### config.mk
export PLATFORM = sky130hd
export DESIGN_NAME = nnu_ctrl
export DESIGN_NICKNAME = d
export VERILOG_FILES = /design/src/rtl/nnu_pkg.sv /design/src/rtl/nnu_ctrl.sv
export SDC_FILE = /design/constraint.sdc
export NUM_CORES = 1
export LEC_CHECK = 0
export BUFFER_PORTS_ARGS = -buffer_cell sky130_fd_sc_hd__buf_4
export CELL_PAD_IN_SITES_DETAIL_PLACEMENT = 2
export CELL_PAD_IN_SITES_GLOBAL_PLACEMENT = 2
export CORE_ASPECT_RATIO = 1.1
export CORE_MARGIN = 2
export CORE_UTILIZATION = 34
export CTS_CLUSTER_DIAMETER = 40
export DETAILED_ROUTE_END_ITERATION = 10
export PLACE_DENSITY = 0.89
export SYNTH_ARGS = -nofsm -noshare
export SYNTH_HDL_FRONTEND = slang
export SYNTH_SLANG_ARGS = --single-unit
### constraint.sdc
create_clock -name clk -period 5.1 [get_ports clk]
set_clock_uncertainty 0.2 [all_clocks]
set_input_delay 0.51 -clock clk [delete_from_list [all_inputs] [get_ports clk]]
set_output_delay 0.51 -clock clk [all_outputs]
set_load 0.01 [all_outputs]
### src/rtl/nnu_pkg.sv
// Shared sizes, codes and types of the nearest-neighbor upscaler.
package nnu_pkg;

  localparam int MAX_WIDTH  = 1024;
  localparam int MAX_HEIGHT = 1024;
  localparam int MAX_FACTOR = 8;

  // Fixed field widths
  localparam int ZOOM_W  = 4;
  localparam int SIZE_W  = 11;
  localparam int PIX_W   = 8;
  localparam int CFG_W   = 11;
  localparam int CIDX_W  = 2;

  // Derived counter widths
  localparam int COL_W  = $clog2(MAX_WIDTH);
  localparam int ROW_W  = $clog2(MAX_HEIGHT);
  localparam int WCNT_W = $clog2(MAX_WIDTH + 1);
  localparam int HCNT_W = $clog2(MAX_HEIGHT + 1);
  localparam int FACT_W = $clog2(MAX_FACTOR + 1);
  localparam int RL_W   = $clog2(MAX_FACTOR);

  localparam logic [ZOOM_W-1:0] ZOOM_RESET  = ZOOM_W'(1);
  localparam logic [SIZE_W-1:0] WIDTH_RESET = SIZE_W'(512);
  localparam logic [SIZE_W-1:0] HEIGHT_RESET = SIZE_W'(512);

  localparam logic OP_PUSH   = 1'b0;
  localparam logic OP_REPLAY = 1'b1;

  typedef enum logic [CIDX_W-1:0] {
    REG_ZOOM   = 2'd0,
    REG_WIDTH  = 2'd1,
    REG_HEIGHT = 2'd2
  } cfg_reg_t;

  // One pending item handed from the sequencer to the replicator
  typedef struct packed {
    logic              valid;
    logic              err;
    logic              use_ram;
    logic [PIX_W-1:0]  pixel;
    logic              row_end;
    logic              frame_end;
    logic [FACT_W-1:0] copies;
  } desc_t;

endpackage

### src/rtl/nnu_ctrl.sv
// Configuration registers, raster position counters and the item register.
module nnu_ctrl import nnu_pkg::*; (
  input  logic              clk,
  input  logic              rst,
  input  logic              cfg_we,
  input  logic [CIDX_W-1:0] cfg_index,
  input  logic [CFG_W-1:0]  cfg_data,
  input  logic              in_valid,
  output logic              in_ready,
  input  logic              opcode,
  input  logic [PIX_W-1:0]  pixel_in,
  input  logic              take,
  output desc_t             desc,
  output logic              ram_we,
  output logic [COL_W-1:0]  ram_waddr,
  output logic [PIX_W-1:0]  ram_wdata,
  output logic              ram_re,
  output logic [COL_W-1:0]  ram_raddr
);

  logic [ZOOM_W-1:0] zoom_factor;
  logic [SIZE_W-1:0] source_width;
  logic [SIZE_W-1:0] source_height;

  logic [COL_W-1:0] source_column;
  logic [ROW_W-1:0] source_row;
  logic [RL_W-1:0]  replay_rows_left;
  logic [COL_W-1:0] replay_column;

  logic [FACT_W-1:0] f_eff;
  logic [WCNT_W-1:0] w_eff;
  logic [HCNT_W-1:0] h_eff;
  logic              fire, act, err, row_last, row_wrap;
  logic [COL_W-1:0]  col;
  desc_t             desc_next;

  // Effective sizes after clamping
  always_comb begin
    if (int'(zoom_factor) > MAX_FACTOR) f_eff = FACT_W'(MAX_FACTOR);
    else                                f_eff = FACT_W'(zoom_factor);
    if (source_width == '0)                   w_eff = WCNT_W'(1);
    else if (int'(source_width) > MAX_WIDTH)  w_eff = WCNT_W'(MAX_WIDTH);
    else                                      w_eff = WCNT_W'(source_width);
    if (source_height == '0)                  h_eff = HCNT_W'(1);
    else if (int'(source_height) > MAX_HEIGHT) h_eff = HCNT_W'(MAX_HEIGHT);
    else                                      h_eff = HCNT_W'(source_height);
  end

  assign in_ready = !desc.valid || take;
  assign fire     = in_valid && in_ready;
  assign act      = fire && (f_eff != '0);
  assign err      = (opcode == OP_PUSH) != (replay_rows_left == '0);
  assign col      = (opcode == OP_PUSH) ? source_column : replay_column;
  assign row_last = (WCNT_W'(col) + WCNT_W'(1)) == w_eff;
  assign row_wrap = (HCNT_W'(source_row) + HCNT_W'(1)) == h_eff;

  assign ram_we    = act && !err && (opcode == OP_PUSH);
  assign ram_waddr = source_column;
  assign ram_wdata = pixel_in;
  assign ram_re    = act && !err && (opcode == OP_REPLAY);
  assign ram_raddr = replay_column;

  always_comb begin
    desc_next.valid     = 1'b1;
    desc_next.err       = err;
    desc_next.use_ram   = !err && (opcode == OP_REPLAY);
    desc_next.pixel     = err ? '0 : pixel_in;
    desc_next.copies    = err ? FACT_W'(1) : f_eff;
    desc_next.row_end   = !err && row_last;
    if (opcode == OP_PUSH) begin
      desc_next.frame_end = !err && row_last && (f_eff == FACT_W'(1)) && row_wrap;
    end else begin
      desc_next.frame_end = !err && row_last && (replay_rows_left == RL_W'(1)) && row_wrap;
    end
  end

  // Item register; the payload loads only with a new item
  always_ff @(posedge clk) begin
    if (rst) begin
      desc.valid <= 1'b0;
    end else if (act) begin
      desc <= desc_next;
    end else if (take) begin
      desc.valid <= 1'b0;
    end
  end

  // Registers and raster position
  always_ff @(posedge clk) begin
    if (rst) begin
      zoom_factor      <= ZOOM_RESET;
      source_width     <= WIDTH_RESET;
      source_height    <= HEIGHT_RESET;
      source_column    <= '0;
      source_row       <= '0;
      replay_rows_left <= '0;
      replay_column    <= '0;
    end else if (cfg_we && (cfg_index <= REG_HEIGHT)) begin
      unique case (cfg_index)
        REG_ZOOM:   zoom_factor   <= cfg_data[ZOOM_W-1:0];
        REG_WIDTH:  source_width  <= cfg_data[SIZE_W-1:0];
        REG_HEIGHT: source_height <= cfg_data[SIZE_W-1:0];
        default:    ;
      endcase
      source_column    <= '0;
      source_row       <= '0;
      replay_rows_left <= '0;
      replay_column    <= '0;
    end else if (act && !err) begin
      if (opcode == OP_PUSH) begin
        if (row_last) begin
          source_column    <= '0;
          replay_column    <= '0;
          replay_rows_left <= RL_W'(f_eff - FACT_W'(1));
          if (f_eff == FACT_W'(1)) begin
            source_row <= row_wrap ? '0 : source_row + ROW_W'(1);
          end
        end else begin
          source_column <= source_column + COL_W'(1);
        end
      end else begin
        if (row_last) begin
          replay_column    <= '0;
          replay_rows_left <= replay_rows_left - RL_W'(1);
          if (replay_rows_left == RL_W'(1)) begin
            source_row <= row_wrap ? '0 : source_row + ROW_W'(1);
          end
        end else begin
          replay_column <= replay_column + COL_W'(1);
        end
      end
    end
  end

endmodule

# After elaboration in Yosys (flattened, before gate mapping)
# Index checks and enable logic that the tools add are counted.
word_totals:
  regBits: 76
  latchBits: 0
  ram_bits: 0
  rom_bits: 0
  input_bits: 27
  out_inout_bits: 48
  word_cells: 89
  mem_count: 0
op_classes:
  addsub: 7
  mul: 0
  div: 0
  order_cmp: 4
  n_eq_ne: 8
  shift: 0
  muxes: 22
  bitwise: 2
  n_reduce_logical: 32
op_table:
  columns: ["cell", "n"]
  rows:
  - ["two-way mux 10 bit", 11]
  - ["two-way mux 11 bit", 4]
  - ["adder 10 x 1 -> 10 bit (second input constant)", 3]
  - ["adder 10 x 1 -> 11 bit (second input constant)", 2]
  - ["== test 11 bit", 2]
  - ["> comparator 11 bit (second input constant)", 2]
  - ["zero test 11 bit", 2]
  - ["AND reduction 2 bit", 7]
  - ["logical AND 1 bit", 12]
  - ["two-way mux 3 bit", 3]
  - ["nonzero test 2 bit", 3]
  - ["subtractor 3 x 1 -> 3 bit (second input constant)", 2]
  - ["== test 4 x 1 -> 1 bit (second input constant)", 1]
  - ["> comparator 4 bit (second input constant)", 1]
  - ["two-way mux 4 bit", 1]
  - ["AND reduction 4 bit", 1]
  - ["nonzero test 4 bit", 1]
  - ["== test 3 x 1 -> 1 bit (second input constant)", 1]
  - ["zero test 3 bit", 1]
  - ["two-way mux 1 bit", 3]
  - ["== test 2 x 1 -> 1 bit (second input constant)", 1]
  - ["== test 2 bit (second input constant)", 1]
  - ["less-or-equal comparator 2 bit (second input constant)", 1]
  - ["zero test 1 bit", 2]
  - ["other kinds (6)", 7]

# Depth between registers and ports, before layout
depth:
  word_depth: 8
  depth_mapped: 14
  depth_no_buf: 11

# Worst setup path before layout
# No wires, ideal clock.
synth_timing:
  kind: "input to register"
  start: "input port opcode"
  end: "register source_row[5]"
  setup_time_ps: 122
  arrival_time_ps: 3459
  t_required_ps: 4778
  slack_ps: 1319
  stages: 13
  path_buffers: 3
  cell_sequence: "buf_2 -> buf_2 -> buf_1 -> mux2_2 -> ha_1 -> nand4_1 -> nor3_1 -> nor3_1 -> nor3_1 -> or3b_4 -> a211oi_4 -> nor2_2 -> a221o_1"
synth_via:
  elab_chain_len: 5
  word_cells_on_any_way: 11
  cone_classes: "1 x add/sub; 3 x eq/ne; 2 x mux; 1 x bitwise; 4 x reduce/logical"
synth_lines:
  columns: ["item", "line", "rtl"]
  rows:
  - ["start: declaration", "nnu_ctrl.sv:10", "input logic opcode,"]
  - ["branches (longest 5 deep; another with adder 10 x 1 -> 11 bit)", null, null]
  - ["end signal: assignment", "nnu_ctrl.sv:116", "source_row <= row_wrap ? '0 : source_row + ROW_W'(1);"]
  - ["end signal: assignment", "nnu_ctrl.sv:126", "source_row <= row_wrap ? '0 : source_row + ROW_W'(1);"]
  - ["end: declaration", "nnu_ctrl.sv:26", "logic [ROW_W-1:0] source_row;"]
# Parallel ways; which one is timed is not known.
# A chain may end at the register's enable or synchronous reset.

# Final worst setup path
layout_timing:
  start: "register replay_column[0] (netlist: ram_raddr[0])"
  end: "register source_column[7] (netlist: ram_waddr[7])"
layout_via:
  elab_chain_len: 4
layout_lines:
  columns: ["item", "line", "rtl"]
  rows:
  - ["start: declaration", "nnu_ctrl.sv:28", "logic [COL_W-1:0] replay_column;"]
  - ["start signal: assignment", "nnu_ctrl.sv:129", "replay_column <= replay_column + COL_W'(1);"]
  - ["two-way mux 10 bit", "nnu_ctrl.sv:53", "assign col = (opcode == OP_PUSH) ? source_column : replay_column;"]
  - ["adder 10 x 1 -> 11 bit", "nnu_ctrl.sv:54", "assign row_last = (WCNT_W'(col) + WCNT_W'(1)) == w_eff;"]
  - ["== test 11 bit", "nnu_ctrl.sv:54", null]
  - ["two-way mux 10 bit", "nnu_ctrl.sv:111", "if (row_last) begin"]
  - ["end signal: assignment", "nnu_ctrl.sv:119", "source_column <= source_column + COL_W'(1);"]
  - ["end: declaration", "nnu_ctrl.sv:25", "logic [COL_W-1:0] source_column;"]
# No other way between the ends.

==> impl_metrics.py <==
metrics = {
    "clocking": {
        "cts_max_level": 3,
        "cts_tree": "yes",
        "path_clk_slew_ps": 60,
        "cts-root-buf": "clkbuf_16",
        "cts_sinks": 76,
        "cts_buffer_depth": 2,
        "cts.repair.resized": 0,
        "hold_buffers": 0,
        "post_cts_buffers": 0,
        "cts_buffers": 9,
        "clock_latency_ps": 360,
    },
    "min_path": {
        "hold_class": "in2reg",
    },
    "cells_and_area": {
        "fin_nets": 577,
        "syn_to_final_growth_pct": 20.26,
        "antenna_cells": 0,
        "drive_above_1_share_pct": 19.27,
        "utilization_pct": 41.94,
    },
    "synth": {
        "ys_seq_elements": 76,
        "synth-main-ff-cell": "dfxtp_1",
        "synth_most_common_cell": "nor2_1",
        "synth_warnings": 0,
        "ys_types": 69,
        "syn_nets": 524,
        "synthTopCellsByCount": "64 x nor2_1, 60 x dfxtp_1, 31 x mux2i_1",
        "async_flop_share_pct": 0,
        "ys_seq_area_share_pct": 38.14,
        "syn_inst": 487,
        "synthTopCellsByArea": "dfxtp_1 27%, edfxtp_1 11%, mux2i_1 7.0%",
        "synth_enable_flop_cells": 16,
        "synth.top_cell.area_share_pct": 27.24,
        "avgSynthCellArea_um2": 9.054,
        "yosys.area.top_type": "dfxtp_1",
        "netlist_area_um2": 4409,
    },
    "critical_path": {
        "critPathKind": "reg2reg",
        "end_kind": "register",
        "worstPathMaxFanout": 9,
        "cp-start-kind": "register",
        "arrival_ps": 3740,
        "cp.required_ps": 5130,
    },
    "floorplan": {
        "pin_count": 75,
        "die_h_um": 123.4,
        "core_um2": 12640,
        "initial_core_util_pct": 34.87,
        "die_w_um": 112.6,
        "core.rowCount": 43,
        "die_area_um2": 13900,
    },
    "job": {
        "max_cap_viol_count": 0,
    },
    "route": {
        "totalWireLength_mm": 14.97,
        "wl_per_cell_um": 21.32,
        "vias_per_cell": 5.670,
        "drt_iter0_markers": 153,
        "drt-pass1-iter-count": 4,
        "route.vias.total": 3980,
        "ant_nets": 0,
        "drc": 0,
    },
    "placed_design": {
        "routabilityCongestion": 0.8899,
        "io_buffers": 74,
        "dp_hpwl_mm": 11.08,
    },
    "global_routing": {
        "antenna_found_initial": 0,
        "grt_first_pass_wirelength_mm": 24.23,
        "grt_pass1_vias": 4413,
        "grt_use_total_pct": 22.63,
        "grt_max_degree": 35,
        "grt.overflow.total": 0,
    },
    "sta": {
        "drv_slew": 0,
        "rsz0062_at_grt": "false",
        "post-route-min-period_ps": 3711,
        "fin_setup_tns_ps": 0,
        "tightestPinTransition_ps": 943.3,
        "hold_ws_ps": 218.3,
        "relSlewSlack_pct": 36.98,
        "finalCritPeriodShare_pct": 72.76,
        "finalHoldViolCount": 0,
        "max_freq_mhz": 269.5,
        "report.final.setup_viol": 0,
    },
    "power_and_ir_drop": {
        "leakage_uw": 0.002089,
        "power-per-cell-area_nw_per_um2": 279.0,
        "vdd_drop_max_mv": 0.1859,
    },
    "outcome": {
        "status": "complete, no violations",
    },
}
area by class of cell:
type / instances / area, µm²
inverters: 16 / 60.06
flip-flops and latches: 76 / 1682
clock buffers: 11 / 232.7
well taps: 157 / 196.4
multi-input cells: 362 / 2492
clock inverters: 5 / 76.32
repair buffers: 75 / 563.0
fillers: 1379 / 7341
report_power, final:
part	total, µW	switching (µW)	leakage [µW]	internal, µW
registers	643	13.8	0.000640	629
clock network	686	260	0.000147	426
logic	151	85.9	0.00130	65.0
sequential cells by signal, indices dropped and copies added, names as in the netlist:
register          count
source_row           10
ram_raddr            10
source_width         11
ram_waddr            10
source_height        11
desc                 17
replay_rows_left      3
zoom_factor           4
metrics by stage:
stage	total power (µW)	cell area [µm²]	std cells	setup WS [ps]
floorplan	742.6	4409	487	1319
global placement	794.0	4994	686	1332
detailed placement	805.0	4994	686	1146
CTS	1485	5303	702	1384
global route	1526	5303	702	1124
finish	1480	5303	702	1389
per-layer routing:
layer  GRT usage (%)  wire length (µm)  vias to the layer above
met4           11.05               518                        0
met2           43.79              8253                       82
met1           24.17              5791                     2016
met3           2.892               404                       34
li1                -                 -                     1848
met5               0                 0                        -
worst max-delay path, cell delays in order (launching register included):
cell and delay [ps]:
dfxtp_1 550, mux2_2 290, ha_1 230, nand4_1 140
o21a_1 210, nor3_1 390, nor3_1 110, or3b_4 420
a21oi_1 550, a21o_1 380, nor2_1 100
logic make-up after synthesis:
kind of cell / Yosys count / share of synthesized area, %
AOI/OAI and AO/OA: 77 / 12.80
xor gates and xnor gates: 37 / 8.314
adders and majority gates: 10 / 2.838
buffers and inverters: 49 / 5.335
DFF: 76 / 38.14
muxes: 34 / 7.804
and+or+nand+nor: 204 / 24.77
worst paths after layout:
path / startpoint / to / slack (ps) / depth (start not counted)
worst max register to register: ram_raddr[0]$_SDFFE_PP0P_ / ram_waddr[7]$_SDFFE_PP0P_ / 1390 / 10
worst max-delay path: ram_raddr[0]$_SDFFE_PP0P_ / ram_waddr[7]$_SDFFE_PP0P_ / 1390 / 10
worst min-delay path: cfg_data[8] / source_height[8]$_SDFFE_PP0P_ / 220 / 3
worst min register to register: replay_rows_left[2]$_SDFFE_PP0P_ / replay_rows_left[2]$_SDFFE_PP0P_ / 330 / 2
placed cells by master (no fill, tap or decap), types with 11 or more instances in the layout:
cell type / synthesis / layout
edfxtp_1: 16 / 16
inv_1: 16 / 16
a21oi_1: 14 / 14
dfxtp_1: 60 / 60
nand4_1: 11 / 11
nand2_1: 24 / 24
buf_4: 9 / 75
xnor2_1: 25 / 25
nor2_1: 64 / 64
mux2i_1: 31 / 31
nand3_1: 22 / 22
nor2b_1: 17 / 17
(Power assumes the default switching activity.)
