===== config.mk =====
export PLATFORM = sky130hd
export DESIGN_NAME = nnu_emit
export DESIGN_NICKNAME = d
export VERILOG_FILES = /design/src/rtl/nnu_pkg.sv /design/src/rtl/nnu_emit.sv
export SDC_FILE = /design/constraint.sdc
export NUM_CORES = 1
export LEC_CHECK = 0
export BUFFER_PORTS_ARGS = -buffer_cell sky130_fd_sc_hd__buf_2
export CAP_MARGIN = 25
export CORE_UTILIZATION = 45
export DETAILED_ROUTE_END_ITERATION = 8
export PLACE_DENSITY = 0.81
export RECOVER_POWER = 100
export SLEW_MARGIN = 20
export SYNTH_ARGS = -nofsm -noshare
export SYNTH_HDL_FRONTEND = slang
export SYNTH_SLANG_ARGS = --single-unit

===== constraint.sdc =====
create_clock -name clk -period 3 [get_ports clk]
set_clock_uncertainty 0.2 [all_clocks]
set_input_delay 0.15 -clock clk [delete_from_list [all_inputs] [get_ports clk]]
set_output_delay 0.15 -clock clk [all_outputs]
set_load 0.01 [all_outputs]

===== src/rtl/nnu_pkg.sv =====
// Shared sizes, codes and types of the nearest-neighbor upscaler.
package nnu_pkg;

  localparam int MAX_WIDTH  = 1024;
  localparam int MAX_HEIGHT = 1024;
  localparam int MAX_FACTOR = 8;

  // Fixed field widths
  localparam int ZOOM_W  = 4;
  localparam int SIZE_W  = 11;
  localparam int PIX_W   = 8;
  localparam int CFG_W   = 11;
  localparam int CIDX_W  = 2;

  // Derived counter widths
  localparam int COL_W  = $clog2(MAX_WIDTH);
  localparam int ROW_W  = $clog2(MAX_HEIGHT);
  localparam int WCNT_W = $clog2(MAX_WIDTH + 1);
  localparam int HCNT_W = $clog2(MAX_HEIGHT + 1);
  localparam int FACT_W = $clog2(MAX_FACTOR + 1);
  localparam int RL_W   = $clog2(MAX_FACTOR);

  localparam logic [ZOOM_W-1:0] ZOOM_RESET  = ZOOM_W'(1);
  localparam logic [SIZE_W-1:0] WIDTH_RESET = SIZE_W'(512);
  localparam logic [SIZE_W-1:0] HEIGHT_RESET = SIZE_W'(512);

  localparam logic OP_PUSH   = 1'b0;
  localparam logic OP_REPLAY = 1'b1;

  typedef enum logic [CIDX_W-1:0] {
    REG_ZOOM   = 2'd0,
    REG_WIDTH  = 2'd1,
    REG_HEIGHT = 2'd2
  } cfg_reg_t;

  // One pending item handed from the sequencer to the replicator
  typedef struct packed {
    logic              valid;
    logic              err;
    logic              use_ram;
    logic [PIX_W-1:0]  pixel;
    logic              row_end;
    logic              frame_end;
    logic [FACT_W-1:0] copies;
  } desc_t;

endpackage


===== src/rtl/nnu_emit.sv =====
// Output replicator: sends the copies of one item from the result register.
module nnu_emit import nnu_pkg::*; (
  input  logic             clk,
  input  logic             rst,
  input  desc_t            desc,
  input  logic [PIX_W-1:0] ram_rdata,
  output logic             take,
  output logic             out_valid,
  input  logic             out_ready,
  output logic [PIX_W-1:0] pixel_out,
  output logic             row_end,
  output logic             frame_end,
  output logic             run_last,
  output logic             order_error
);

  logic              busy;
  logic [PIX_W-1:0]  pix;
  logic              row_flag, frame_flag, err_flag;
  logic [FACT_W-1:0] left;
  logic              last, done;

  assign last = (left == FACT_W'(1));
  assign done = busy && out_ready && last;
  assign take = desc.valid && (!busy || done);

  assign out_valid   = busy;
  assign pixel_out   = pix;
  assign run_last    = last;
  assign row_end     = row_flag && last;
  assign frame_end   = frame_flag && last;
  assign order_error = err_flag;

  always_ff @(posedge clk) begin
    if (rst) begin
      busy <= 1'b0;
    end else if (take) begin
      busy <= 1'b1;
    end else if (done) begin
      busy <= 1'b0;
    end
  end

  always_ff @(posedge clk) begin
    if (take) begin
      pix        <= desc.use_ram ? ram_rdata : desc.pixel;
      row_flag   <= desc.row_end;
      frame_flag <= desc.frame_end;
      err_flag   <= desc.err;
      left       <= desc.copies;
    end else if (busy && out_ready) begin
      left <= left - FACT_W'(1);
    end
  end

endmodule


# == Word-level counts from Yosys, hierarchy flattened ==
# Index checks and enable logic that the tools add are counted.
# word_totals
out_inout_bits,14
elab_cells,22
input_bits,28
ff_bits,16
# classes
n_mux,5
addsub,1
n_eq_ne,1
reduce_logical,9
# op_table
cell,count
4-bit two-way mux,2
8-bit two-way mux,1
1-bit logical AND,5
"4-bit by 1-bit equality test with 1-bit output, second input constant",1
2-bit nonzero test,2
"4-bit by 1-bit subtractor with 4-bit output, second input constant",1
1-bit two-way mux,2
1-bit zero test,1
1-bit logical OR,1

# == Depth between registers and ports, before layout ==
# Gate-level depths: netlist of the first run.
# depth
depth_word,5
mapped_depth,5
ltp_nobuf,5

# == Least setup slack after synthesis of the first run ==
# OpenSTA, ideal clock, no wires.
# synth_path
kind,flip-flop to flip-flop
startpoint,register left[0]
endpoint,"register left[0], data pin"
stages_incl_launch_ff,5
required_ps,2540
setup_ps,260
path_slack_ps,1198
path_buffers,0
arrival_ps,1343
path_cell_list,edfxtp_1 ha_1 and4bb_2 o21ai_4 mux2_2
# synth_via
elab_chain_cells,5
# synth_rtl
element,line_no,source
start: declaration,nnu_emit.sv:20,logic [FACT_W-1:0] left;
start signal: assignment,nnu_emit.sv:50,left <= desc.copies;
start signal: assignment,nnu_emit.sv:52,left <= left - FACT_W'(1);
branches (longest 4 deep; another with 4-bit by 1-bit subtractor with 4-bit output),n/a,
4-bit two-way mux (*),nnu_emit.sv:45,if (take) begin
# Mark *: on every way between the ends. The select of a mux whose other input is x is not followed.
# A chain may end at the register's enable or synchronous reset.

# == Worst setup path after layout of the first run ==
# layout_path
startpoint,register left[0]
endpoint,output take
# layout_via
elab_chain_cells,4
# layout_rtl
element,line_no,source
4-bit by 1-bit equality test with 1-bit output,nnu_emit.sv:23,assign last = (left == FACT_W'(1));
1-bit logical AND,nnu_emit.sv:24,assign done = busy && out_ready && last;
1-bit logical OR,nnu_emit.sv:25,assign take = desc.valid && (!busy || done);
1-bit logical AND,nnu_emit.sv:25,
end: declaration,nnu_emit.sv:7,"output logic take,"
# No other way between the ends.

==> impl_metrics.py, run 1 <==
metrics = {
    "detailed_routing": {
        "post_drt_wl_per_cell_um": 14.07,
        "num_vias": 633,
        "drt_iter0_drc": 17,
        "first_pass_iters": 4,
        "wirelength_mm": 1.886,
        "vias_per_cell": 4.724,
        "drc_errors": 0,
        "final_antenna_net_count": 0,
    },
    "global_route": {
        "grt_util_met2_pct": 41.52,
        "grt_pass1_vias": 667,
        "grt_pass1_wl_mm": 2.918,
        "use_met1_pct": 23.81,
        "grt_overflow": 0,
        "grt_usage_pct": 23.56,
        "grt_max_degree": 13,
        "antenna_found_initial": 0,
        "busiest_layer": "met2",
        "met3_usage_pct": 4.255,
    },
    "timing": {
        "min_period_over_period_pct": 73.85,
        "maxSlewViolCount": 0,
        "rsz0062_at_grt": "no",
        "setup_viol": 0,
        "tightest_slew_ps": 600.5,
        "timing_hold_violations_final": 0,
        "slew-limit-headroom_pct": 59.54,
        "setup_tns_ps": 0,
        "post-route-min-period_ps": 2215,
        "fmax_mhz": 451.4,
    },
    "power_and_ir_drop": {
        "power_frac_clock_pct": 23.3,
        "power_density_nw_per_um2": 416.2,
        "switching_share_pct": 24.73,
        "vdd_ir_drop_max_mv": 0.2601,
        "comb_power_share_pct": 22.2,
        "leakage_nw": 0.5300,
        "pwr-share-seq_pct": 54.5,
        "p_sw_w": 0.0001265,
        "p_int_w": 0.0003849,
    },
    "die": {
        "row_count": 14,
        "coreArea_um2": 1524,
        "die_x_um": 42.74,
        "dieArea_um2": 1827,
        "io_pins": 42,
        "start_util_pct": 49.01,
        "dieHeight_um": 42.74,
    },
    "logic_synthesis": {
        "synth-edff-count": 15,
        "synth_cells": 49,
        "synthesis.area_um2": 747.0,
        "ys_top_cells_by_area": "edfxtp_1, mux2_2, ha_1",
        "ys.flop_type": "edfxtp_1",
        "synth-seq-area-share_pct": 62.98,
        "avgSynthCellArea_um2": 15.24,
        "yosys.area.top_type": "edfxtp_1",
        "synth_fp_nets": 79,
        "synth_common_cells": "edfxtp_1, mux2_2, inv_1",
        "synthArstFlopShare_pct": 0,
        "ys_ff_latch": 16,
        "yosysUniqueCellTypes": 17,
        "ys_warn_count": 0,
        "yosysMostFrequentCell": "edfxtp_1",
        "synth_top_area_share_pct": 60.30,
    },
    "layout": {
        "drive_gt1_share_pct": 37.29,
        "seq_area_um2": 470.5,
        "areaGrowthSynthToFinish_pct": 64.49,
        "antenna_cells": 0,
        "multi_input_area_um2": 250.2,
        "nFillCells": 98,
        "fin_nets": 149,
        "final_area_um2": 1229,
    },
    "cts": {
        "postCtsSetupBuffers": 0,
        "cts_sinks": 16,
        "cts_max_level": 1,
        "clk_path_buf_depth": 2,
        "clk_pin_slew_ps": 90,
        "cts_resized": 0,
        "numCtsBuffers": 3,
        "clk_latency_ps": 290,
        "cts_tree": "done",
        "root_buffer": "clkbuf_4",
    },
    "setup_path": {
        "cpMaxStageDelayCell": "edfxtp_1",
        "crit_chain": "ha_1 -> and4bb_2 -> o21ai_4 -> inv_1 -> clkbuf_1",
        "arrival_ps": 1870,
        "cp-start-kind": "flip-flop",
        "slowest_delay_ps": 430,
        "rr_worst_depth": 5,
        "cpLargestDelayFamily": "buffers and inverters",
        "crit_required_ps": 2650,
        "crit_fanout": 12,
        "critPathKind": "reg2out",
        "end_kind": "output pin",
        "crit_buf_inv": 2,
        "cp.depth": 5,
    },
    "flow_run": {
        "drv_cap": 0,
    },
    "place": {
        "gp_congestion": 0.6958,
        "port_buffers": 41,
        "dp_hpwl_mm": 1.120,
        "placed_area_um2": 968.4,
    },
    "outcome": {
        "status": "finished clean",
    },
    "min_path": {
        "holdPathStages": 3,
        "hp-class": "in2reg",
    },
}
cell type report:
cell class	instances	area share, %
Sequential cell	16	38.29
Timing Repair Buffer	66	35.74
Clock buffer	3	1.833
Tap cell	16	1.629
Inverter	6	1.833
Clock inverter	1	0.3055
Multi-Input combinational cell	26	20.37
worst register-to-register path, cell delays in order, from the launching register on:
cell and delay, ps:
edfxtp_1 430, ha_1 230, and4bb_2 250, nand2b_1 150
a21oi_1 140, dlygate4sd3_1 550
placed cells by master, fill, tap and decap left out, drive strengths merged:
cell type | Yosys | final
and4bb | 1 | 1
nand2 | 1 | 1
inv | 6 | 6
buf | 0 | 28
a21oi | 1 | 1
edfxtp | 15 | 15
mux2 | 11 | 11
o21ai | 2 | 2
dlygate4sd3 | 0 | 25
and2 | 2 | 2
dfxtp | 1 | 1
clkinv | 0 | 1
mux2i | 1 | 1
nand2b | 1 | 1
nor3 | 1 | 1
xor2 | 2 | 2
clkbuf | 1 | 16
nor3b | 1 | 1
ha | 2 | 2
path summary, 6_finish.rpt:
check                                  startpoint                      to  slack, ps
worst max-delay path            left[0]$_DFFE_PP_                    take        780
worst min-delay path                     desc[16]       left[1]$_DFFE_PP_        110
worst max register to register  left[0]$_DFFE_PP_  out_valid$_SDFFE_PP0P_       1000
worst min register to register  left[0]$_DFFE_PP_       left[0]$_DFFE_PP_        580
repair_timing:
item	4_1_cts	5_1_grt
endpoints found under the setup margin	0	0
hold endpoints to repair	16	0
hold buffers	25	0
state kept, by name, indices dropped and copies added, names as in the netlist:
register / count
frame_flag: 1
left: 4
order_error: 1
out_valid: 1
pixel_out: 8
row_flag: 1
power groups by stage:
stage	Sequential (W)	Combinational, W	Clock (W)
floorplan	0.000287	0.0000441	0
global placement	0.000283	0.0000814	0
detailed placement	0.000283	0.0000850	0
CTS	0.000278	0.000114	0.000120
global route	0.000281	0.000124	0.000129
finish	0.000279	0.000113	0.000119
through the flow:
| stage | hold WS [ps] | instances | setup WS (ps) | total power (W) | utilization, % |
|---|---|---|---|---|---|
| after detailed placement | 107.7 | 105 | 1088 | 0.0003683 | 63.55 |
| after global placement | 105.0 | 105 | 1142 | 0.0003640 | 63.55 |
| after floorplan | 19.07 | 49 | 1198 | 0.0003309 | - |
| final | 105.8 | 134 | 784.6 | 0.0005114 | 80.62 |
| after global routing | 112.8 | 134 | 674.5 | 0.0005330 | 80.62 |
| after CTS | 109.1 | 134 | 758.3 | 0.0005125 | 81.69 |
cells by family after synthesis:
| group | share of synthesized area (%) |
|---|---|
| muxes | 17.92 |
| AOI/OAI and AO/OA | 3.517 |
| DFF | 62.98 |
| adders and majority gates | 3.350 |
| xor gates and xnor gates | 2.345 |
| buffers and inverters | 3.517 |
| and+or+nand+nor | 6.364 |
routing by layer:
metal | vias up | part of all wire (%)
li1 | 313 | -
met1 | 293 | 37
met2 | 20 | 56
met3 | 7 | 2.9
met4 | 0 | 3.8
met5 | - | 0
Note: power is estimated with default switching activity, not from simulation.
==> run 2, diff against run 1 <==
--- a/config.mk
+++ b/config.mk
@@ -5,11 +5,12 @@
 export SDC_FILE = /design/constraint.sdc
 export NUM_CORES = 1
 export LEC_CHECK = 0
+export ABC_AREA = 1
 export BUFFER_PORTS_ARGS = -buffer_cell sky130_fd_sc_hd__buf_2
 export CAP_MARGIN = 25
-export CORE_UTILIZATION = 45
+export CORE_UTILIZATION = 38
 export DETAILED_ROUTE_END_ITERATION = 8
-export PLACE_DENSITY = 0.81
+export PLACE_DENSITY = 0.73
 export RECOVER_POWER = 100
 export SLEW_MARGIN = 20
 export SYNTH_ARGS = -nofsm -noshare
==> constraint.sdc (replaced) <==
create_clock -name clk -period 1.85 [get_ports clk]
set_clock_uncertainty 0.2 [all_clocks]
set_input_delay 0.0925 -clock clk [delete_from_list [all_inputs] [get_ports clk]]
set_output_delay 0.0925 -clock clk [all_outputs]
set_load 0.01 [all_outputs]
==> impl_metrics.py, run 2 <==
metrics = {
    "setup_path": {
        "crit_required_ps": 1560,
        "end_kind": "output pin",
        "r2r-start": "left[1]$_DFFE_PP_",
        "rr_worst_depth": 6,
        "rrSetupSlack_ps": 100,
        "cp-start-kind": "flip-flop",
        "timing.rr.end": "out_valid$_SDFFE_PP0P_",
        "crit_fanout": 6,
        "critPathKind": "reg2out",
        "arrival_ps": 1460,
    },
    "logic_synthesis": {
        "synth_top_area_share_pct": 58.82,
        "synthArstFlopShare_pct": 0,
        "synth_fp_nets": 93,
        "synth-seq-area-share_pct": 61.44,
        "ys_top_cells_by_area": "edfxtp_1, mux2_2, nand2_1",
        "avgSynthCellArea_um2": 12.15,
        "synthesis.area_um2": 765.7,
        "synth-edff-count": 15,
        "ys_ff_latch": 16,
        "ys_warn_count": 0,
        "yosysMostFrequentCell": "edfxtp_1",
        "ys.flop_type": "edfxtp_1",
        "synth_cells": 63,
        "yosys.area.top_type": "edfxtp_1",
        "yosysUniqueCellTypes": 16,
        "synth_common_cells": "edfxtp_1, nand2_1, inv_1, mux2_2, nand3_1",
    },
    "timing": {
        "setup_tns_ps": 0,
        "fmax_mhz": 570.0,
        "setup_viol": 0,
        "maxSlewViolCount": 0,
        "min_period_over_period_pct": 94.83,
        "slew-limit-headroom_pct": 63.60,
        "tightest_slew_ps": 540.3,
        "timing_hold_violations_final": 0,
        "rsz0062_at_grt": "no",
        "post-route-min-period_ps": 1754,
    },
    "die": {
        "row_count": 15,
        "dieArea_um2": 2199,
        "coreArea_um2": 1802,
        "io_pins": 42,
        "start_util_pct": 42.50,
        "die_x_um": 46.89,
        "dieHeight_um": 46.89,
    },
    "detailed_routing": {
        "final_antenna_net_count": 0,
        "first_pass_iters": 4,
        "post_drt_wl_per_cell_um": 12.77,
        "vias_per_cell": 4.621,
        "drt_iter0_drc": 27,
        "num_vias": 744,
        "wirelength_mm": 2.056,
        "drc_errors": 0,
    },
    "layout": {
        "fin_nets": 167,
        "drive_gt1_share_pct": 36.76,
        "layout_commonest_cell": "buf_2",
        "largest_register_ffs": 8,
        "areaGrowthSynthToFinish_pct": 70.42,
        "mostFrequentLayoutCells": "buf_2, dlygate4sd3_1, edfxtp_1, nand2_1, clkbuf_1",
        "utilization_pct": 72.43,
        "antenna_cells": 0,
    },
    "min_path": {
        "hold_end": "left[1]$_DFFE_PP_",
        "hp-start": "desc[16]",
        "hp-class": "in2reg",
        "holdPathStages": 3,
    },
    "power_and_ir_drop": {
        "power_density_nw_per_um2": 666.1,
        "vdd_ir_drop_max_mv": 0.4333,
        "leakage_nw": 0.5920,
    },
    "place": {
        "gp_congestion": 0.7815,
        "dp_hpwl_mm": 1.180,
        "port_buffers": 41,
    },
    "global_route": {
        "grt_max_degree": 12,
        "grt_pass1_wl_mm": 3.015,
        "antenna_found_initial": 0,
        "grt_overflow": 0,
        "grt_pass1_vias": 736,
        "grt_usage_pct": 20.35,
    },
    "cts": {
        "root_buffer": "clkbuf_4",
        "cts_tree": "done",
        "clk_path_buf_depth": 2,
        "cts_max_level": 1,
        "clk_latency_ps": 280,
        "cts_sinks": 16,
        "numCtsBuffers": 3,
        "clk_pin_slew_ps": 100,
    },
    "flow_run": {
        "drv_cap": 0,
    },
    "outcome": {
        "status": "finished clean",
    },
}
[run 2: changes by cell type after synthesis, sizes merged, moves of 2 or more]
cell | before | now
nand2 | 1 | 15
nand3 | 0 | 5
nor2 | 0 | 4
mux2 | 11 | 8
and2 | 2 | 0
inv | 6 | 8
[run 2: what timing repair did]
item / in CTS / in global routing
hold endpoints to repair: 16 / 0
hold buffers: 25 / 0
gates resized for setup: 1 / 3
buffers inserted: 1 / 2
endpoints found under the setup margin: 1 / 13
[run 2: cell families after synthesis]
family	after synthesis	synth area share [%]
AND/OR/NAND/NOR	25	16.50
XOR/XNOR	1	1.144
buffers and inverters	9	4.575
adder cells (fa/ha/maj)	2	3.267
AO/OA/AOI/OAI	2	1.306
multiplexers	8	11.77
flip-flops	16	61.44
[run 2: cell type report]
class,instances,area (um2)
tap,25,31.28
clock buffer,4,26.28
inverter,8,30.03
multi-input combinational,38,272.8
fill,150,496.7
timing repair buffer,70,474.2
sequential,16,470.5
[run 2: how the worst max path moves through the flow]
stage	to	slack (ps)	startpoint	depth (start not counted)
after CTS	take	50	left[1]$_DFFE_PP_	8
after floorplan	frame_flag$_DFFE_PP_	150	left[1]$_DFFE_PP_	6
after detailed placement	pixel_out[6]$_DFFE_PP_	170	left[1]$_DFFE_PP_	7
final	take	100	left[0]$_DFFE_PP_	7
after global placement	pixel_out[3]$_DFFE_PP_	240	left[1]$_DFFE_PP_	7
after global routing	take	20	left[1]$_DFFE_PP_	8
[run 2: power breakdown]
part	leakage [nW]	internal, W	switching [W]
logic	0.424	0.000119	0.0000986
clock network	0.0150	0.0000837	0.000115
registers	0.153	0.000435	0.0000172
total	0.592	0.000638	0.000231
[run 2: routing by layer]
metal	wire length [um]	GRT usage, %	share of wire [%]	vias to the layer above
li1	-	-	-	360
met1	738	21.08	36	350
met2	1181	38.61	57	28
met3	86	3.077	4.2	6
met4	49	11.43	2.4	0
met5	0	0	0	-
[run 2: worst max-delay path: stages, from the launching register on]
cell and delay (ps):
edfxtp_1 450, ha_4 190, nand3_2 80, nand2_4 70
nand2_4 90, inv_1 50, buf_6 110, buf_2 130
[run 2: stage by stage]
step                setup slack [ps]  cells  hold slack, ps  power [W]  instance area [um2]
floorplan                      152.8     63          -38.43  0.0005445                765.7
global placement               242.1    129           58.44  0.0006048                 1005
detailed placement             174.5    129           54.17  0.0006116                 1005
CTS                            46.28    159           3.581  0.0008521                 1292
global route                   15.74    161           51.56  0.0009065                 1305
finish                         95.65    161           25.43  0.0008692                 1305
==> run 3, diff against run 2 <==
--- a/config.mk
+++ b/config.mk
@@ -8,9 +8,10 @@
 export ABC_AREA = 1
 export BUFFER_PORTS_ARGS = -buffer_cell sky130_fd_sc_hd__buf_2
 export CAP_MARGIN = 25
-export CORE_UTILIZATION = 38
+export CORE_UTILIZATION = 40
+export CTS_BUF_LIST = sky130_fd_sc_hd__clkbuf_2 sky130_fd_sc_hd__clkbuf_4 sky130_fd_sc_hd__clkbuf_8
 export DETAILED_ROUTE_END_ITERATION = 8
-export PLACE_DENSITY = 0.73
+export PLACE_DENSITY = 0.76
 export RECOVER_POWER = 100
 export SLEW_MARGIN = 20
 export SYNTH_ARGS = -nofsm -noshare
==> impl_metrics.py, run 3 (synthesized netlist as in run 2, its figures left out) <==
metrics = {
    "detailed_routing": {
        "post_drt_wl_per_cell_um": 12.92,
        "drt_iter0_drc": 5,
        "final_antenna_net_count": 0,
        "num_vias": 745,
        "wirelength_mm": 2.080,
        "vias_per_cell": 4.627,
        "drc_errors": 0,
        "first_pass_iters": 4,
    },
    "timing": {
        "slew-limit-headroom_pct": 61.02,
        "setup_tns_ps": 0,
        "maxSlewViolCount": 0,
        "fmax_mhz": 566.8,
        "min_period_over_period_pct": 95.36,
        "tightest_slew_ps": 578.5,
        "setup_viol": 0,
        "post-route-min-period_ps": 1764,
        "timing_hold_violations_final": 0,
        "rsz0062_at_grt": "no",
    },
    "setup_path": {
        "end_kind": "output pin",
        "arrival_ps": 1470,
        "crit_required_ps": 1560,
        "r2r-start": "left[3]$_DFFE_PP_",
        "timing.rr.end": "out_valid$_SDFFE_PP0P_",
        "critPathKind": "reg2out",
        "cp-start-kind": "flip-flop",
        "rr_worst_depth": 5,
        "crit_fanout": 5,
        "rrSetupSlack_ps": 90,
    },
    "layout": {
        "drive_gt1_share_pct": 35.29,
        "mostFrequentLayoutCells": "buf_2, dlygate4sd3_1, edfxtp_1, clkbuf_1, nand2_1",
        "fin_nets": 167,
        "areaGrowthSynthToFinish_pct": 69.77,
        "layout_commonest_cell": "buf_2",
        "largest_register_ffs": 8,
        "nFillCells": 126,
        "multi_input_area_um2": 272.8,
        "antenna_cells": 0,
        "stdcell_count": 161,
        "seq_area_um2": 470.5,
        "utilization_pct": 73.69,
    },
    "global_route": {
        "grt_usage_pct": 21.19,
        "grt_max_degree": 10,
        "grt_pass1_vias": 715,
        "grt_overflow": 0,
        "antenna_found_initial": 0,
        "grt_pass1_wl_mm": 3.098,
    },
    "place": {
        "dp_hpwl_mm": 1.201,
        "gp_congestion": 0.8395,
        "port_buffers": 41,
        "placed_cells": 129,
    },
    "cts": {
        "cts_sinks": 16,
        "numCtsBuffers": 3,
        "cts_tree": "done",
        "cts_max_level": 1,
        "clk_pin_slew_ps": 90,
        "clk_path_buf_depth": 2,
        "clk_latency_ps": 270,
        "root_buffer": "clkbuf_4",
    },
    "die": {
        "die_x_um": 45.76,
        "dieArea_um2": 2094,
        "coreArea_um2": 1764,
        "io_pins": 42,
        "dieHeight_um": 45.76,
        "start_util_pct": 43.40,
        "row_count": 15,
    },
    "power_and_ir_drop": {
        "leakage_nw": 0.5843,
        "power_density_nw_per_um2": 654.2,
        "vdd_ir_drop_max_mv": 0.5030,
        "finalPower_w": 0.0008505,
    },
    "outcome": {
        "status": "finished clean",
    },
    "min_path": {
        "hold_end": "left[0]$_DFFE_PP_",
        "hp-class": "in2reg",
        "hp-start": "desc[16]",
        "holdPathStages": 3,
    },
    "flow_run": {
        "drv_cap": 0,
    },
}
[run 3: cell count changes in the layout (fill, tap and decap cells not counted)]
cell,before,now
clkbuf_2,0,1
buf_2,29,27
clkinv_1,0,1
buf_4,2,1
clkbuf_1,13,14
[run 3: routing by layer]
metal  wire length (um)  share of wire (%)  up-vias  GRT usage [%]
met5                  0                  0        -              0
met4                 38                1.8        0          5.882
met3                 86                4.1        4          3.968
met2               1127                 54       30          38.57
met1                829                 40      347          25.32
li1                   -                  -      364              -
[run 3: power by group]
part	internal [W]	leakage (nW)	switching [W]	total (W)
Sequential	0.000436	0.153	0.0000179	0.000453
Combinational	0.000115	0.416	0.000100	0.000215
Clock	0.0000780	0.0154	0.000104	0.000182
Total	0.000629	0.584	0.000222	0.000850
[run 3: worst max-delay path, stage by stage (launching register included)]
cell	delay, ps
edfxtp_1	450
nor2_2	180
nand3_2	100
nand2_4	110
nand2_4	70
inv_1	70
buf_6	100
clkbuf_2	120
[run 3: worst max-delay path by stage]
stage	startpoint	to	depth (start not counted)
after global routing	left[3]$_DFFE_PP_	take	7
final	left[3]$_DFFE_PP_	take	7
after CTS	left[1]$_DFFE_PP_	out_valid$_SDFFE_PP0P_	6
after global placement	left[1]$_DFFE_PP_	pixel_out[7]$_DFFE_PP_	7
after detailed placement	left[1]$_DFFE_PP_	order_error$_DFFE_PP_	7
after floorplan	left[1]$_DFFE_PP_	frame_flag$_DFFE_PP_	6
[run 3: cell type report]
cell class	instances	area share (%)
flip-flops and latches	16	36.19
repair buffers	70	36.09
multi-input cells	38	20.98
well taps	25	2.406
inverters	8	2.310
clock buffers	3	1.732
clock inverters	1	0.2887
[run 3: what timing repair did]
item	CTS	global route
endpoints found under the setup margin	1	2
gates resized for setup	1	3
hold buffers	25	0
hold endpoints to repair	16	0
pin swaps	0	1
setup buffers	2	1
gates cloned	0	0
[run 3: metrics by stage]
stage	instance area [um2]	setup slack [ps]	hold WS, ps
global placement	1005	243.6	64.73
floorplan	765.7	152.8	-38.43
detailed placement	1005	173.8	58.05
finish	1300	85.83	44.49
CTS	1300	43.93	38.13
global route	1300	7.107	46.86
